$ cat src/hw/rtl/fia_pkg.sv
// Shared types and constants for the fenced index allocator.
package fia_pkg;

   localparam int unsigned MAX_SLOTS = 1024;
   localparam int unsigned SLOT_W    = 10;
   localparam int unsigned CNT_W     = 11;
   localparam int unsigned FENCE_W   = 64;
   localparam logic [CNT_W-1:0] NO_SLOT  = 11'd1024;
   localparam logic [CNT_W-1:0] MAX_CNT  = 11'd1024;

   typedef enum logic [1:0] {
      KIND_ALLOC     = 2'd0,
      KIND_FREE_NOW  = 2'd1,
      KIND_FREE_LATE = 2'd2,
      KIND_COLLECT   = 2'd3
   } kind_type;

   typedef enum logic [1:0] {
      STATUS_OK        = 2'd0,
      STATUS_RANGE     = 2'd1,
      STATUS_DOUBLE    = 2'd2,
      STATUS_EXHAUSTED = 2'd3
   } status_type;

   localparam logic [1:0] CSR_CAPACITY   = 2'd0;
   localparam logic [1:0] CSR_BASE_INDEX = 2'd1;

   typedef struct packed {
      kind_type            kind;
      logic                is_marker;
      logic                out_of_range;
      logic [SLOT_W-1:0]   slot;
      logic [FENCE_W-1:0]  fence;
   } cmd_type;

   typedef struct packed {
      logic [CNT_W-1:0] granted_slot;
      status_type       status;
      logic [CNT_W-1:0] released;
   } rsp_type;

   typedef struct packed {
      logic             accept_en;
      logic [CNT_W-1:0] base_index;
      logic [CNT_W-1:0] eff_capacity;
   } ctl_type;

   typedef struct packed {
      logic [FENCE_W-1:0] fence;
      logic [SLOT_W-1:0]  slot;
   } wait_entry_type;

endpackage

$ cat src/hw/rtl/fia_front.sv
// Request side: classifies incoming transactions and queues them for the engine.
module fia_front
   import fia_pkg::*;
(
   input  logic                clock,
   input  logic                reset,
   input  logic                req_push,
   output logic                req_full,
   input  logic [1:0]          req_kind,
   input  logic [CNT_W-1:0]    req_slot,
   input  logic [FENCE_W-1:0]  req_fence,
   input  ctl_type             ctl,
   output logic                cmd_valid,
   output cmd_type             cmd,
   input  logic                cmd_take
);

   cmd_type    entry_ff [2];
   logic       wr_ptr_ff, wr_ptr_in;
   logic       rd_ptr_ff, rd_ptr_in;
   logic [1:0] count_ff, count_in;
   cmd_type    new_cmd;
   logic       push_ok;

   assign req_full  = (count_ff == 2'd2) || !ctl.accept_en;
   assign push_ok   = req_push && !req_full;
   assign cmd_valid = (count_ff != 2'd0);
   assign cmd       = entry_ff[rd_ptr_ff];

   always_comb begin
      new_cmd.kind         = kind_type'(req_kind);
      new_cmd.is_marker    = (req_slot == NO_SLOT);
      new_cmd.out_of_range = (req_slot < ctl.base_index) || (req_slot >= ctl.eff_capacity);
      new_cmd.slot         = req_slot[SLOT_W-1:0];
      new_cmd.fence        = req_fence;
   end

   always_comb begin
      wr_ptr_in = wr_ptr_ff;
      rd_ptr_in = rd_ptr_ff;
      count_in  = count_ff;
      if (push_ok) begin
         wr_ptr_in = !wr_ptr_ff;
      end
      if (cmd_take) begin
         rd_ptr_in = !rd_ptr_ff;
      end
      case ({push_ok, cmd_take})
         2'b10:   count_in = count_ff + 2'd1;
         2'b01:   count_in = count_ff - 2'd1;
         default: count_in = count_ff;
      endcase
   end

   always_ff @(posedge clock) begin
      if (reset) begin
         wr_ptr_ff <= 1'b0;
         rd_ptr_ff <= 1'b0;
         count_ff  <= 2'd0;
      end else begin
         wr_ptr_ff <= wr_ptr_in;
         rd_ptr_ff <= rd_ptr_in;
         count_ff  <= count_in;
      end
   end

   always_ff @(posedge clock) begin
      if (push_ok) begin
         entry_ff[wr_ptr_ff] <= new_cmd;
      end
   end

endmodule

$ cat config.mk
export PLATFORM = sky130hd
export DESIGN_NAME = fia_front
export DESIGN_NICKNAME = d
export VERILOG_FILES = /design/src/hw/rtl/fia_pkg.sv /design/src/hw/rtl/fia_front.sv
export SDC_FILE = /design/constraint.sdc
export NUM_CORES = 1
export LEC_CHECK = 0
export ABC_AREA = 1
export ABC_CLOCK_PERIOD_IN_PS = 9300
export BUFFER_PORTS_ARGS = -buffer_cell sky130_fd_sc_hd__buf_2
export CAP_MARGIN = 25
export CELL_PAD_IN_SITES_DETAIL_PLACEMENT = 1
export CELL_PAD_IN_SITES_GLOBAL_PLACEMENT = 1
export CORE_MARGIN = 2
export CORE_UTILIZATION = 46
export CTS_CLUSTER_SIZE = 24
export DETAILED_ROUTE_END_ITERATION = 12
export PLACE_DENSITY_LB_ADDON = 0.3
export SYNTH_ARGS = -nofsm -noshare
export SYNTH_HDL_FRONTEND = slang
export SYNTH_SLANG_ARGS = --single-unit
$ cat constraint.sdc
create_clock -name clock -period 9.3 [get_ports clock]
set_clock_uncertainty 0.05 [all_clocks]
set_input_delay 1.86 -clock clock [delete_from_list [all_inputs] [get_ports clock]]
set_output_delay 1.86 -clock clock [all_outputs]
set_load 0.05 [all_outputs]
Word-level counts from Yosys, hierarchy flattened
Memory sizes are Yosys's and may differ from the RTL's. A register that Yosys moved wholly into a read port is not among the register bits. Cells that the tools add are included.

Flip-flop bits (word level): 4. Bits in latches: 0. Memory bits (writable): 156. Memory bits (read-only): 0. Input bits: 104. Output and inout bits: 80. Word-level logic and storage cells: 26. Memories kept: 1.

Memory list: entry_ff (depth 2, width 78, rd ports 1, clocked after Yosys merged registers in 1, wr ports 1, RTL line fia_front.sv:18) `cmd_type entry_ff [2];`.

Add/subtract/negate cells: 2. Multipliers: 0. Divide/modulo/power cells: 0. $lt $le $gt $ge: 2. Eq/ne operators: 4. Shifts and indexed selects: 0. Multiplexer cells: 5. Bitwise operators: 0. Reduce and logical (&&, ||, !) cells: 9.

Operators with widths (number): 11-bit == test, second input constant (1); 11-bit >= comparator (1); 11-bit < comparator (1); 2-bit == test, second input constant (2); 1-bit logical NOT (4); 1-bit 2-to-1 mux (4); 2-bit case mux with 2 select lines (1); 2-bit nonzero test (2); 2-bit by 1-bit adder with 2-bit output, second input constant (1); 2-bit by 1-bit == test with 1-bit output, second input constant (1); 1-bit logical OR (2); 2-bit by 1-bit subtractor with 2-bit output, second input constant (1); 1-bit logical AND (1).

Logic depth before layout (Yosys ltp)
Word-level depth: 6. Mapped depth: 10.

Worst setup path before layout
Ideal clock, no wire load.

Path kind: input -> register. From: input port req_push. To: memory entry_ff[1][0] (netlist name), enable pin. Data arrival time: 5.291 ns. Required time: 8.733 ns. Setup slack: 3.442 ns. Cell stages on the path: 2. Path buffers: 0. Cell sequence: nand3_1 > nor2_1.

Word-level cells in the longest chain between the ends: 3.

Ends and longest elaborated chain: start, declared (RTL line fia_front.sv:7) `input logic req_push,`; 1-bit logical AND (RTL line fia_front.sv:26) `assign push_ok = req_push && !req_full;`; 1-bit 2-to-1 mux (RTL line fia_front.sv:68) `if (push_ok) begin`; 1-bit 2-to-1 mux (implied by the code) (RTL line fia_front.sv:69) `entry_ff[wr_ptr_ff] <= new_cmd;`; end, declared (RTL line fia_front.sv:18).

No other way between the ends.

==> qor.txt <==
Yosys top cell by area: edfxtp_1
H-tree depth: 4
All-Layer GR Usage: 0.189
CTS Sinks: 161
Worst Path Max Fanout: 46
IO Count: 184
die area: 15200 um2
Site Rows: 43
P&R area growth vs syn: 27.2%
# setup viols final: 0
Netlist cell types: 20
Clock Root Buffer: clkbuf_16
placed cell area: 7660 um2
highest clock rate: 230 MHz
Die W: 123 um
initial antenna violation count: 1
global route overflow: 0
Post-synth EDFFs: 156
Final Non-Filler Cells: 774
Synth Instances: 382
die height: 123 um
Worst EP required: 7.39 ns
Mapped Area: 6550 um2
Min-Delay Path Class: reg2reg
Final ANT Viol Nets: 0
clk_lat worst skew: 0.42 ns
HPWL after DPL: 9820 um
routed via count: 3819
async set-reset flop share out of synthesis: 0
post-synth net total: 508
top cell type's share of synthesized area: 0.715
vias in the first global route: 4015
area occupied by multi-input gates: 1590 um2
share of cells above drive strength 1: 0.503
first-pass GRT wire length: 21200 um
CP max stage cell: dfxtp_4
cts repair resizes: 0
Fin Hold WS: 0.460 ns
CP Cell Sequence: buf_4 -> mux2_2 -> buf_2
RePlAce Congestion: 0.718
maxcap violations: 0
port bufs: 183
clock buffer depth: 2
sequential share of the synthesized area: 0.730
fin nets: 706
Data arrival, critical path: 2.43 ns
R2R setup slack: 7.06 ns
average wire per standard cell: 18.1 um
Worst slew margin: 0.592
Initial Utilization: 0.472
dominant cells by area after synthesis: edfxtp_1 72%, mux2_2 10%, mux2_4 4.6%
clock transition at the registers of the reported paths: 0.06 ns
drt drc: 0
total placed cells including tap cells: 739
# hold bufs at CTS: 0
Reg area: 4790 um2
top-count cell post-synth: edfxtp_1
Avg Cell Area, Syn: 17.1 um2
slowest stage delay, CP: 0.70 ns
dominant synthesized flop cell: edfxtp_1
Critical Path End Type: output port
VDD IR max: 0.137 mV
fin util: 0.600
RSZ-0062 raised after global routing: false
P_leak: 3.39 nW
final instance area: 8330 um2
Final Hold Viols: 0
TritonCTS clock tree: built
status: finished clean
Worst setup SP type: flop
vias per cell: 4.93
kind of critical path: reg2out
Max Slew Vio Count: 0
crit share post-route: 0.467
DRT iter0 DRCs: 137
first-pass detailed-route iteration total: 4
Syn. warnings: 0
top cells by count, synth: 156 x edfxtp_1, 58 x mux2_2, 40 x nand2_1
Power Dens Cells: 223 nW/um2
Core ar.: 13900 um2
Post-CTS Setup Inserts: 0
Worst-Margin Slew: 0.612 ns
Total Neg Setup Slack: 0 ns
largest net degree at the start of global routing: 77
# fillers: 1357
synthesized flop and latch total: 161
total wire length: 14000 um
Num CTS Buffers: 17
final worst path period need: 4.34 ns
-- cell type report --
type / count / share of cell area
Antenna cell: 1 / 0.000300
Clock buffer: 19 / 0.0520
Clock inverter: 13 / 0.0222
Inverter: 33 / 0.0149
Multi-Input combinational cell: 179 / 0.191
Sequential cell: 161 / 0.575
Tap cell: 180 / 0.0270
Timing Repair Buffer: 188 / 0.118
-- sequential cells by signal, summed over array words and instances (netlist names), named ones only --
| register | flops |
|---|---|
| rd_ptr_ff | 1 |
| entry_ff | 156 |
| count_ff | 2 |
| wr_ptr_ff | 1 |
-- cells in the final DEF (no fill, tap or decap), types with 2 or more instances in the layout --
cell        netlist  routed
clkbuf_16         0      17
mux2_4           20      20
nor2_1           17      15
edfxtp_1        156     156
ha_1             22      22
nand3_1           4       4
inv_6             0       2
clkinvlp_4        0       4
clkbuf_1          0       2
a21oi_1           8       8
nand2_1          40      40
buf_2             5     183
inv_1            33      33
nor2_4            0       2
nor4_1            2       2
buf_4             0       3
bufinv_16         0       4
dfxtp_1           5       4
nand3b_1          2       2
mux2_2           58      58
-- logic make-up (layout without fill, tap and decap cells) --
group / after synthesis / after routing / share of synthesized area
other cells: 0 / 1 / 0
buf+inv: 42 / 253 / 0.0296
flops: 161 / 161 / 0.730
mux: 78 / 78 / 0.146
xor+xnor: 1 / 1 / 0.00134
compound gates: 10 / 10 / 0.00840
simple gates: 68 / 68 / 0.0428
fa+ha+maj: 22 / 22 / 0.0420
-- per-layer routing --
layer | wire length (um) | part of all wire | track usage
met3 | 1050 | 0.075 | 0.0650
met1 | 5290 | 0.38 | 0.217
met5 | 0 | 0 | 0
met2 | 7310 | 0.52 | 0.324
met4 | 319 | 0.023 | 0.0739
-- per-stage QoR --
step / power, mW / worst slack [ns]
2_1_floorplan: 1.07 / 3.44
3_3_place_gp: 1.14 / 5.12
3_5_place_dp: 1.15 / 5.11
6_report: 1.85 / 4.96
5_1_grt: 1.92 / 4.81
4_1_cts: 1.87 / 4.90
-- worst max-delay path: cells and delay by family, from the launching register on --
family	cells	cell delay (ns)
flip-flops	1	0.70
multiplexers	1	0.42
buffers and inverters	2	0.81
-- worst paths after layout --
kind / start / end / cells past startpoint
hold reg to reg: rd_ptr_ff / flop / 2
setup / recovery: flop / cmd[17] / 3
setup reg to reg: count_ff[0] / entry_ff[0][56] / 6
hold / removal: rd_ptr_ff / flop / 2
-- report_power, final --
group / switching (mW) / internal, mW / leakage, nW
clock: 0.273 / 0.450 / 0.288
sequential: 0.0149 / 0.830 / 1.47
combinational: 0.196 / 0.0909 / 1.63
total: 0.484 / 1.37 / 3.39
No activity file was read; power rests on OpenSTA's default activity.
