## src/hw/rtl/fia_pkg.sv

```systemverilog
// Shared types and constants for the fenced index allocator.
package fia_pkg;

   localparam int unsigned MAX_SLOTS = 1024;
   localparam int unsigned SLOT_W    = 10;
   localparam int unsigned CNT_W     = 11;
   localparam int unsigned FENCE_W   = 64;
   localparam logic [CNT_W-1:0] NO_SLOT  = 11'd1024;
   localparam logic [CNT_W-1:0] MAX_CNT  = 11'd1024;

   typedef enum logic [1:0] {
      KIND_ALLOC     = 2'd0,
      KIND_FREE_NOW  = 2'd1,
      KIND_FREE_LATE = 2'd2,
      KIND_COLLECT   = 2'd3
   } kind_type;

   typedef enum logic [1:0] {
      STATUS_OK        = 2'd0,
      STATUS_RANGE     = 2'd1,
      STATUS_DOUBLE    = 2'd2,
      STATUS_EXHAUSTED = 2'd3
   } status_type;

   localparam logic [1:0] CSR_CAPACITY   = 2'd0;
   localparam logic [1:0] CSR_BASE_INDEX = 2'd1;

   typedef struct packed {
      kind_type            kind;
      logic                is_marker;
      logic                out_of_range;
      logic [SLOT_W-1:0]   slot;
      logic [FENCE_W-1:0]  fence;
   } cmd_type;

   typedef struct packed {
      logic [CNT_W-1:0] granted_slot;
      status_type       status;
      logic [CNT_W-1:0] released;
   } rsp_type;

   typedef struct packed {
      logic             accept_en;
      logic [CNT_W-1:0] base_index;
      logic [CNT_W-1:0] eff_capacity;
   } ctl_type;

   typedef struct packed {
      logic [FENCE_W-1:0] fence;
      logic [SLOT_W-1:0]  slot;
   } wait_entry_type;

endpackage

```

## src/hw/rtl/fia_rsp_queue.sv

```systemverilog
// Two-entry result queue between the engine and the response port.
module fia_rsp_queue
   import fia_pkg::*;
(
   input  logic    clock,
   input  logic    reset,
   input  logic    push,
   input  rsp_type push_data,
   output logic    full,
   output logic    empty,
   input  logic    pop,
   output rsp_type head
);

   rsp_type    entry_ff [2];
   logic       wr_ptr_ff, wr_ptr_in;
   logic       rd_ptr_ff, rd_ptr_in;
   logic [1:0] count_ff, count_in;
   logic       pop_ok;

   assign full   = (count_ff == 2'd2);
   assign empty  = (count_ff == 2'd0);
   assign pop_ok = pop && !empty;
   assign head   = entry_ff[rd_ptr_ff];

   always_comb begin
      wr_ptr_in = push ? !wr_ptr_ff : wr_ptr_ff;
      rd_ptr_in = pop_ok ? !rd_ptr_ff : rd_ptr_ff;
      case ({push, pop_ok})
         2'b10:   count_in = count_ff + 2'd1;
         2'b01:   count_in = count_ff - 2'd1;
         default: count_in = count_ff;
      endcase
   end

   always_ff @(posedge clock) begin
      if (reset) begin
         wr_ptr_ff <= 1'b0;
         rd_ptr_ff <= 1'b0;
         count_ff  <= 2'd0;
      end else begin
         wr_ptr_ff <= wr_ptr_in;
         rd_ptr_ff <= rd_ptr_in;
         count_ff  <= count_in;
      end
   end

   always_ff @(posedge clock) begin
      if (push) begin
         entry_ff[wr_ptr_ff] <= push_data;
      end
   end

endmodule

```

## config.mk

```make
export PLATFORM = sky130hd
export DESIGN_NAME = fia_rsp_queue
export DESIGN_NICKNAME = d
export VERILOG_FILES = /design/src/hw/rtl/fia_pkg.sv /design/src/hw/rtl/fia_rsp_queue.sv
export SDC_FILE = /design/constraint.sdc
export NUM_CORES = 1
export LEC_CHECK = 0
export BUFFER_PORTS_ARGS = -buffer_cell sky130_fd_sc_hd__buf_2
export CELL_PAD_IN_SITES_DETAIL_PLACEMENT = 0
export CELL_PAD_IN_SITES_GLOBAL_PLACEMENT = 1
export CORE_MARGIN = 2
export CORE_UTILIZATION = 42
export DETAILED_ROUTE_END_ITERATION = 16
export GPL_TIMING_DRIVEN = 0
export PLACE_DENSITY_LB_ADDON = 0.1
export SLEW_MARGIN = 25
export SYNTH_ARGS = -nofsm -noshare
export SYNTH_HDL_FRONTEND = slang
export SYNTH_SLANG_ARGS = --single-unit
```

## constraint.sdc

```tcl
create_clock -name clock -period 2.05 [get_ports clock]
set_clock_uncertainty 0.1 [all_clocks]
set_input_delay 0.1025 -clock clock [delete_from_list [all_inputs] [get_ports clock]]
set_output_delay 0.1025 -clock clock [all_outputs]
set_load 0.01 [all_outputs]
```

-- Word-level counts from Yosys, hierarchy flattened
Memories as Yosys holds them, arrays and structs flattened. A register that Yosys moved wholly into a read port is not among the register bits.
Cells that the tools add are included.
- register bits after elaboration: 4
- memory bits (writable): 48
- bits of input ports: 28
- word-level logic and storage cells: 20
- memories kept: 1
- $add $sub $neg: 2
- eq/ne operators: 3
- mux-type cells: 5
- reduce and logical (&&, ||, !) cells: 6
- memories (name ; depth ; width ; rd ports ; clocked after Yosys merged registers in ; write ports ; line ; text):
    entry_ff ; 2 ; 24 ; 1 ; 1 ; 1 ; fia_rsp_queue.sv:15 ; rsp_type entry_ff [2];
- operators by type and width (cell ; number):
    2-bit == test, second input constant ; 2
    1-bit 2-to-1 mux ; 4
    2-bit one-hot mux with 2 select lines ; 1
    1-bit logical NOT ; 3
    2-bit by 1-bit adder with 2-bit output, second input constant ; 1
    2-bit by 1-bit == test with 1-bit output, second input constant ; 1
    2-bit logical NOT ; 1
    2-bit nonzero test ; 1
    2-bit by 1-bit subtractor with 2-bit output, second input constant ; 1
    1-bit logical AND ; 1

-- Logic depth before layout (Yosys ltp)
Gate-level depths: netlist (run 1).
- depth in word-level cells: 5
- mapped depth: 5
- depth with buffers taken out: 5

-- Least setup slack after synthesis (run 1)
OpenSTA, ideal clock, no wires.
- path type: register to register
- start: reg wr_ptr_ff
- end: mem entry_ff[0][0] (netlist name) (enable)
- library setup time: 0.405 ns
- data arrival time: 1.355 ns
- path slack: 0.190 ns
- stages on the path, launching flop included: 2
- period minus slack after synthesis: 1.860 ns
- cell sequence: dfxtp_1 -> nor2_1
- RTL lines (what ; line ; text):
    start, declared ; fia_rsp_queue.sv:16 ; logic wr_ptr_ff, wr_ptr_in;
    start signal, assigned ; fia_rsp_queue.sv:42 ; wr_ptr_ff <= wr_ptr_in;
    end, declared ; fia_rsp_queue.sv:15 ;
Straight into the memory's write port.

==> results.toml, run 1 <==
[critical_path]
worst-endpoint-required_ps = 1850
worst_setup_start_kind = "flip-flop"
timing.critical_path.fanout_max = 10
criticalPathCategory = "flip-flop to output port"
timing.critical_path.to_type = "output port"
reg2reg_slack_ps = 490
crit_arrival_ps = 1560

[sta]
setup_viol = 0
finalCriticalPeriod_ps = 1765
timing.slew.headroom_pct = 52.32
fmaxAchievable_mhz = 566.5
worst_slew_pin_slew_ps = 713.5
final_min_period_over_clock_period_pct = 86.11
finalMaxSlewViolations = 0
hold_slack_ps = 145.9
grt_setup_unrepaired = "no"
finalHoldViolations = 0

[floorplanning]
die-area_sq_um = 5177
placement_rows = 24
io-pin-count = 54
die_x_um = 71.95
core-area_sq_um = 4414
dieHeight_um = 71.95
initial_utilization_pct = 43.93

[synthesis]
netlist.area_leader.share_pct = 74.32
synth_area_sq_um = 1939
postSynthRegisterBits = 53
synth-edff-count = 48
synth_area_per_cell_sq_um = 19.79
top_count_cell_post_synth = "sky130_fd_sc_hd__edfxtp_1"
yosys_warnings = 0
synth_top_cells_by_count = "48 x sky130_fd_sc_hd__edfxtp_1, 24 x sky130_fd_sc_hd__mux2_2, 6 x sky130_fd_sc_hd__nor2_1, 5 x sky130_fd_sc_hd__dfxtp_1"
biggest_area_consumer_among_synthesized_cells = "sky130_fd_sc_hd__edfxtp_1"
postSynth.asyncResetShare_pct = 0
synth-seq-area-share_pct = 79.48
ys_dominant_reg_cell = "sky130_fd_sc_hd__edfxtp_1"
instance_count_of_the_mapped_netlist = 98
synth.area.top_cells = "sky130_fd_sc_hd__edfxtp_1 74%, sky130_fd_sc_hd__mux2_2 14%, sky130_fd_sc_hd__dfxtp_1 5.2%"
synth_cell_types = 15
syn_nets = 127

[clock_tree]
cts.root.buffer_cell = "sky130_fd_sc_hd__clkbuf_8"
tritoncts_num_sinks = 53
clk-insertion-delay-late_ps = 290
cts_made_buffers = 5
htree_levels = 2
cts.reportedPaths.clkPinSlew_ps = 90
postCtsSetupBuffers = 0
cts_repair_resize_count = 0
clk_path_buf_depth = 2
holdBufCountCts = 26
cts_tree = "done"

[layout]
n_fill_cell = 373
proportion_of_layout_cells_with_a_drive_suffix_above_1_pct = 48.11
post_synthesis_to_final_layout_area_growth_pct = 36.39
num-nets-final = 213
final_area_sq_um = 2645
diodes = 0

[route]
drtAntennaViolNets = 0
drt-total-wl_um = 3259
drc_errors = 0
route.vias.total = 1129
avgRoutedWirePerCell_um = 13.75
dr.first_iter.drc_count = 18
avgViaCountPerCell = 4.764
detailedRoute.firstPassIterationCount = 4

[worst_hold_path]
kind_of_path_behind_the_tightest_hold_check = "input port to flip-flop"

[grt]
grt_pass1_vias = 1164
antenna_found_initial = 0
grt-ovfl-total = 0
grt_start_max_net_pins = 25
grt_first_pass_wirelength_um = 5085
track_usage_pct = 13.13

[place]
place.port_buffers = 53
place_area_sq_um = 2278
place_congestion = 0.6596
detailed_place_hpwl_um = 2044

[power]
worst_ir_drop_vdd_v = 0.0006261
power_per_cell_area_nw_per_um2 = 999.8
p_leak_nw = 1.018

[outcome]
run_status = "completed"

[job]
max_cap_viol_count = 0
==> critical path: stages, from the launching register on <==
cell                      delay (ps)
sky130_fd_sc_hd__dfxtp_1         310
sky130_fd_sc_hd__buf_2           160
sky130_fd_sc_hd__buf_2           280
sky130_fd_sc_hd__mux2_2          370
sky130_fd_sc_hd__buf_2           140
==> cells by family after synthesis <==
group,synth area share [%]
DFF,79.48
xor gates and xnor gates,1.807
muxes,13.94
adders and majority gates,0.6451
AOI/OAI and AO/OA,0.9029
buffers and inverters,0.9673
and+or+nand+nor,2.258
==> path summary, 6_finish.rpt <==
| kind | start | to | cells after the start |
|---|---|---|---|
| max | flip-flop | head[6] | 4 |
| min | pop | rd_ptr_ff | 4 |
| max reg2reg | count_ff[0] | count_ff[1] | 4 |
| min reg2reg | count_ff[1] | count_ff[1] | 2 |
==> final cells by class <==
type / count / area, sq um / share of cell area (%)
repair buffers: 79 / 525.5 / 19.87
plain buffers: 3 / 15.01 / 0.5676
well taps: 52 / 65.06 / 2.460
clock inverters: 2 / 33.78 / 1.277
flip-flops and latches: 53 / 1541 / 58.28
multi-input cells: 41 / 387.9 / 14.66
inverters: 1 / 3.754 / 0.1419
clock buffers: 6 / 72.57 / 2.744
==> cells in the final DEF (no fill, tap or decap) <==
cell type / instances
sky130_fd_sc_hd__o21a_1: 1
sky130_fd_sc_hd__clkinv_1: 1
sky130_fd_sc_hd__mux2_2: 24
sky130_fd_sc_hd__xor2_1: 1
sky130_fd_sc_hd__clkbuf_1: 1
sky130_fd_sc_hd__dfxtp_1: 5
sky130_fd_sc_hd__and2b_2: 1
sky130_fd_sc_hd__or3_1: 1
sky130_fd_sc_hd__nor2_1: 5
sky130_fd_sc_hd__and2_2: 1
sky130_fd_sc_hd__bufinv_16: 1
sky130_fd_sc_hd__dlygate4sd3_1: 26
sky130_fd_sc_hd__edfxtp_1: 48
sky130_fd_sc_hd__ha_1: 1
sky130_fd_sc_hd__o21ai_0: 1
sky130_fd_sc_hd__inv_1: 1
sky130_fd_sc_hd__nor2_4: 1
sky130_fd_sc_hd__xnor2_1: 3
sky130_fd_sc_hd__clkbuf_8: 5
sky130_fd_sc_hd__a21oi_1: 1
sky130_fd_sc_hd__buf_2: 56
==> state kept, by name, summed over array words and instances, names as in the netlist, named ones only <==
| signal | cells |
|---|---|
| count_ff | 2 |
| wr_ptr_ff | 1 |
| entry_ff | 48 |
| rd_ptr_ff | 1 |
==> routing by layer <==
layer	vias up	routed length, um	track usage [%]
met3	5	167	4.028
li1	538	-	-
met5	-	0	0
met2	30	1701	23.87
met4	0	49	6.289
met1	556	1339	13.76
==> metrics by stage <==
step	setup WS (ps)	total power [mW]	std cells	TNS, ps	utilization [%]
6_report	284.8	2.645	237	0	59.92
3_3_place_gp	-359.3	1.953	203	-8608	51.42
3_5_place_dp	502.9	1.974	203	0	51.62
4_1_cts	248.8	2.681	237	0	59.92
2_1_floorplan	190.4	1.750	98	0	-
5_1_grt	178.4	2.778	237	0	59.92
==> power breakdown <==
| part | switching [mW] | internal [mW] |
|---|---|---|
| Clock | 0.308 | 0.361 |
| Sequential | 0.0398 | 1.28 |
| Combinational | 0.309 | 0.350 |
| Total | 0.657 | 1.99 |
Power figures use the tool's default switching activity.
==> inputs of run 2 (changes only) <==
--- a/config.mk
+++ b/config.mk
@@ -8,6 +8,7 @@
 export BUFFER_PORTS_ARGS = -buffer_cell sky130_fd_sc_hd__buf_2
 export CELL_PAD_IN_SITES_DETAIL_PLACEMENT = 0
 export CELL_PAD_IN_SITES_GLOBAL_PLACEMENT = 1
+export CORE_ASPECT_RATIO = 0.75
 export CORE_MARGIN = 2
 export CORE_UTILIZATION = 42
 export DETAILED_ROUTE_END_ITERATION = 16
==> run 2 against run 1 <==
Wire length fell by 2.4%. Critical path type unchanged. Combinational power grew 1%. Critical path depth unchanged. Worst hold slack lost 8.8 ps. Largest power group unchanged. Global-route usage hardly changed. Via count grew 0.18%. Sequential power about the same. Sequential share of layout area is 0.083 points higher. Non-clock buffer count is 1 higher.
==> results.toml, run 2 (synthesized netlist as in run 1, its figures left out) <==
[grt]
grt_first_pass_wirelength_um = 4926
grt-ovfl-total = 0
grt_start_max_net_pins = 25
antenna_found_initial = 0
grt_pass1_vias = 1150
track_usage_pct = 13.13

[sta]
grt_setup_unrepaired = "no"
setup_viol = 0
finalHoldViolations = 0
finalCriticalPeriod_ps = 1751
finalMaxSlewViolations = 0
worst_slack_ps = 299.2
timing.slew.headroom_pct = 59.75
worst_slew_pin_slew_ps = 603.8
final_min_period_over_clock_period_pct = 85.40
setup_total_negative_slack_ps = 0
fmaxAchievable_mhz = 571.2

[layout]
post_synthesis_to_final_layout_area_growth_pct = 36.19
top_regs = "entry_ff (48), count_ff (2)"
layout.cells.most_common = "sky130_fd_sc_hd__buf_2"
n_fill_cell = 342
diodes = 0
proportion_of_layout_cells_with_a_drive_suffix_above_1_pct = 48.39
finish.cell_count_without_fillers = 243
largest_register = "entry_ff"
largest_register_ff_count = 48
most_frequent_cells_in_the_layout = "56 x sky130_fd_sc_hd__buf_2, 48 x sky130_fd_sc_hd__edfxtp_1, 26 x sky130_fd_sc_hd__dlygate4sd3_1, 24 x sky130_fd_sc_hd__mux2_2"
num-nets-final = 214

[floorplanning]
core-area_sq_um = 4441
io-pin-count = 54
placement_rows = 21
dieHeight_um = 62.85
die-area_sq_um = 5183
die_x_um = 82.47
initial_utilization_pct = 43.67

[outcome]
run_status = "completed"

[clock_tree]
cts.root.buffer_cell = "sky130_fd_sc_hd__clkbuf_8"
cts_made_buffers = 5
htree_levels = 2
tritoncts_num_sinks = 53
clk_path_buf_depth = 2
clk-insertion-delay-late_ps = 290
cts.reportedPaths.clkPinSlew_ps = 80
cts_tree = "done"

[place]
place.port_buffers = 53
detailed_place_hpwl_um = 2070
place_congestion = 0.6175
dp_slack_ps = 500.1
dp.cells = 209

[critical_path]
timing.critical_path.cells = "buf_2 -> buf_2 -> mux2_2 -> buf_2"
crit_path_frequent_cell = "sky130_fd_sc_hd__buf_2"
worstPathBufferInverterCount = 3
critPathTopFamily = "buffers and inverters"
worst-endpoint-required_ps = 1850
criticalPathCategory = "flip-flop to output port"
critical_path.max_stage_delay_ps = 370
timing.critical_path.to_type = "output port"
timing.critical_path.fanout_max = 10
crit_arrival_ps = 1550
worst_setup_start_kind = "flip-flop"
critPathSlowestCell = "sky130_fd_sc_hd__mux2_2"

[route]
detailedRoute.firstPassIterationCount = 4
drt-total-wl_um = 3182
avgViaCountPerCell = 4.654
drtAntennaViolNets = 0
route.vias.total = 1131
drc_errors = 0
dr.first_iter.drc_count = 17
avgRoutedWirePerCell_um = 13.09

[power]
worst_ir_drop_vdd_v = 0.0005089
total_power_mw = 2.517
power_per_cell_area_nw_per_um2 = 952.8
p_leak_nw = 1.015

[job]
max_cap_viol_count = 0

[worst_hold_path]
kind_of_path_behind_the_tightest_hold_check = "input port to flip-flop"
-- run 2: path summary, 6_finish.rpt --
path | startpoint | to | slack [ps] | depth (start not counted)
max | flip-flop | head[8] | 300 | 4
min | pop | rd_ptr_ff | 140 | 4
max reg2reg | count_ff[0] | count_ff[1] | 490 | 4
min reg2reg | rd_ptr_ff | rd_ptr_ff | 430 | 2
-- run 2: layout make-up --
| type | count | area, sq um | share of cell area, % |
|---|---|---|---|
| inverters | 1 | 3.754 | 0.1421 |
| well taps | 57 | 71.32 | 2.700 |
| clock buffers | 5 | 68.82 | 2.605 |
| flip-flops and latches | 53 | 1541 | 58.36 |
| multi-input cells | 41 | 387.9 | 14.69 |
| clock inverters | 3 | 12.51 | 0.4737 |
| repair buffers | 80 | 540.5 | 20.46 |
| plain buffers | 3 | 15.01 | 0.5685 |
-- run 2: stage by stage --
step	hold WS [ps]	util, %	instance area [sq um]
after global routing	166.5	59.48	2641
final	137.1	59.48	2641
after floorplan	71.57	-	1939
after detailed placement	193.9	51.79	2300
after global placement	189.5	51.25	2276
after CTS	129.8	59.48	2641
-- run 2: tightest hold or removal path, stage by stage --
cell and delay, ps:
sky130_fd_sc_hd__buf_2 80, sky130_fd_sc_hd__o21a_1 150, sky130_fd_sc_hd__xnor2_1 80, sky130_fd_sc_hd__nor2_1 80
-- run 2: what timing repair did --
item / in CTS / in global routing
setup endpoints to repair: 0 / 0
hold buffers: 26 / 0
buffers inserted: 0 / 0
hold endpoints to repair: 53 / 0
resized for setup: 0 / 0
-- run 2: power breakdown --
group	leakage, nW	internal [mW]	switching (mW)	total, mW
clock	0.0430	0.230	0.305	0.535
combinational	0.480	0.354	0.312	0.666
sequential	0.492	1.28	0.0391	1.32
-- run 2: per-layer routing --
metal / track usage (%) / routed length, um / vias up
met1: 13.31 / 1282 / 546
met2: 23.49 / 1665 / 33
met3: 4.913 / 179 / 7
met4: 5.625 / 55 / 0
met5: 0 / 0 / -
li1: - / - / 545
